File: src/sv/ctli_ram.sv
module ctli_ram #(
    parameter int WIDTH = 48,
    parameter int DEPTH = 32
) (
    input  logic                     clk,
    input  logic                     we,
    input  logic [$clog2(DEPTH)-1:0] waddr,
    input  logic [WIDTH-1:0]         wdata,
    input  logic [$clog2(DEPTH)-1:0] raddr,
    output logic [WIDTH-1:0]         rdata
);

    logic [WIDTH-1:0] mem [DEPTH];

    always_ff @(posedge clk)
    begin
        if (we)
        begin
            mem[waddr] <= wdata;
        end
        rdata <= mem[raddr];
    end

endmodule

File: config.mk
export PLATFORM = sky130hd
export DESIGN_NAME = ctli_ram
export DESIGN_NICKNAME = d
export VERILOG_FILES = /design/src/sv/ctli_ram.sv
export SDC_FILE = /design/constraint.sdc
export NUM_CORES = 1
export LEC_CHECK = 0
export BUFFER_PORTS_ARGS = -buffer_cell sky130_fd_sc_hd__buf_2
export CAP_MARGIN = 20
export CORE_AREA = 5 5 374 376
export DETAILED_ROUTE_END_ITERATION = 10
export DIE_AREA = 0 0 379 381
export GPL_ROUTABILITY_DRIVEN = 0
export SLEW_MARGIN = 10
export SYNTH_ARGS = -nofsm -noshare
export SYNTH_HDL_FRONTEND = slang
export SYNTH_SLANG_ARGS = --single-unit
File: constraint.sdc
create_clock -name clk -period 4.07 [get_ports clk]
set_clock_uncertainty 0.15 [all_clocks]
set_input_delay 0.6105 -clock clk [delete_from_list [all_inputs] [get_ports clk]]
set_output_delay 0.6105 -clock clk [all_outputs]
set_load 0.03 [all_outputs]
==> results.cfg <==
[synth]
yosysSeqAreaShare_pct = 77.54
syn_avg_cell_area_um2 = 18.05
synth_top_area_share_pct = 75.96
synth_fp_nets = 3424
async_reset_ff_share_pct = 0
synth-main-ff-cell = edfxtp_1
synthTopCellsByArea = edfxtp_1, mux2i_1, a22oi_1
synth-edff-count = 1536
netlist_instances = 3364
yosys.area.top_type = edfxtp_1
syn-cell-area_um2 = 60720
synthTopCellsByCount = edfxtp_1, mux2i_1, nand2_1, nand3_1
yosysWarnings = 0
ys_types = 26
synth-seq-cells = 1584
synth.most_common_cell = edfxtp_1

[worst_setup_path]
arrival_ns = 1.54
crit_path_end_kind = primary output
path_buf_inv = 1
cp_top_family = flip-flops
worstReg2RegEnd = rdata[25]
worstPathRequired_ns = 3.31
crit_chain = buf_2
crit_type = flop to primary output
critPathLaunchType = flop
timing.reg2reg.setup_slack_ns = 2.30
reg2reg_from = mem[7][25]
crit_slowest_cell = dfxtp_1
slowest_delay_ns = 0.49
reg2reg_depth = 5
startpoint = rdata[26]
critPathMaxFanout = 2

[floorplan]
fp-row-count = 136
dieArea_um2 = 144400
fp.coreArea_um2 = 136500
die_w_um = 379
boundaryPins = 108
die_h_um = 381
start_util_pct = 44.50

[drt]
first_iter_violations = 3179
routed_via_density = 5.750
vias = 31740
drtPass1Iterations = 7
drc = 0
route.detailed.wl_per_inst_um = 27.40
wl_um = 151300
drtAntennaViolNets = 0

[placed_design]
io_buffers = 107
dp_hpwl_um = 81000
pre_cts_slack_ns = 1.037
placed_cells = 5217

[clocking]
cts_inserted_buffers = 162
worstSkewPairLatency_ns = 0.79
htree_levels = 4
root_buffer = clkbuf_16
post_cts_resize_count = 0
cts_tree = yes
max-clock-path-buffers = 3
cts_setup_buffers = 0
cts.sinks = 1584
clkTransAtPathRegs_ns = 0.06
hold_buffers = 0

[finish]
area_growth_pct = 14.10
fillers = 11150
nets = 3647
fin_cells = 5520
drive_gt1_share_pct = 14.18

[global_routing]
grt_max_degree = 82
track_usage_pct = 20.70
antenna_found_initial = 7
grt_pass1_wl_um = 218200
gr-total-overflow = 0
first_global_vias = 31380

[hold_path]
hold_class = input pin to flop
hold_end = mem[17][23]
hp-start = wdata[23]
min_path_cells = 1

[timing]
holdWs_ns = 0.1842
rsz0062_at_grt = no
drv_slew = 0
finalSetupTns_ns = 0
relSlewSlack_pct = 39.06
worst_pin_slew_ns = 0.9141
setup_viol = 0
fin_ws_ns = 1.771
timing.final.crit_period_ns = 2.299
fin_crit_sh_pct = 56.50
finalHoldViolCount = 0
max_clock_freq_mhz = 434.9

[power]
power-per-cell-area_nw_per_um2 = 500.2
ir_drop_mv = 0.3574
power_mw = 34.66
p_leak_nw = 24.19

[status]
outcome = finished, final reports clean

[flow_run]
cap_violations = 0
-- power by group --
part	internal (mW)	leakage, nW	switching [mW]	total (mW)
clock	8.52	2.57	6.10	14.6
combinational	0.571	7.38	1.24	1.81
sequential	18.1	14.2	0.0862	18.2
total	27.2	24.2	7.43	34.7
-- layer usage --
layer	wire length, um	track usage [%]	vias up
met3	10800	3.790	196
met4	2659	4.540	2
met1	66790	30.66	16650
met5	13	0	-
met2	71000	32.25	1044
li1	-	-	13850
-- kinds of logic after synthesis --
family                 count (synthesis)  synth area share (%)
buffers and inverters                191                 2.065
multiplexers                         768                 12.66
flip-flops                          1584                 77.54
AND/OR/NAND/NOR                      389                 2.891
AO/OA/AOI/OAI                        432                 4.846
-- how the worst max path moves through the flow --
| stage | end | slack [ns] | cells past startpoint |
|---|---|---|---|
| 4_1_cts | rdata[26] | 1.70 | 1 |
| 5_1_grt | rdata[26] | 1.74 | 1 |
| 6_report | rdata[26] | 1.77 | 1 |
| 3_5_place_dp | mem[28][47] | 1.04 | 4 |
| 3_3_place_gp | mem[28][47] | 1.05 | 4 |
| 2_1_floorplan | mem[12][0] | 0.18 | 3 |
-- flip-flops by register name, summed over array words and instances, names as in the netlist --
| signal | count |
|---|---|
| mem | 1536 |
| rdata | 48 |
-- layout by cell type (no fill, tap or decap), types with 12 or more instances in the layout --
cell       instances
edfxtp_1        1536
clkinv_2          26
clkbuf_1          41
clkinv_1          24
buf_2            106
nand2_1          145
a22oi_1          144
clkbuf_16        165
buf_4            112
mux2i_1          768
bufinv_16         13
nor2_4            33
clkbuf_8          12
nand3_1          146
a22o_1            96
nor3_1            48
buf_12            31
a21oi_1          144
dfxtp_1           48
a31oi_1           48
-- area by class of cell --
cell class	instances	area [um^2]	share of cell area, %
diodes	3	7.507	0.01083
repair buffers	250	2007	2.897
flip-flops and latches	1584	47090	67.96
clock buffers	218	4448	6.420
clock inverters	82	824.5	1.190
multi-input cells	1589	12670	18.29
well taps	1794	2245	3.240
-- metrics by stage --
step | area (um^2) | utilization (%)
2_1_floorplan | 60720 | -
3_3_place_gp | 64010 | 46.90
3_5_place_dp | 64010 | 46.90
4_1_cts | 69280 | 50.77
5_1_grt | 69280 | 50.77
6_report | 69290 | 50.77
(Power assumes the default switching activity.)
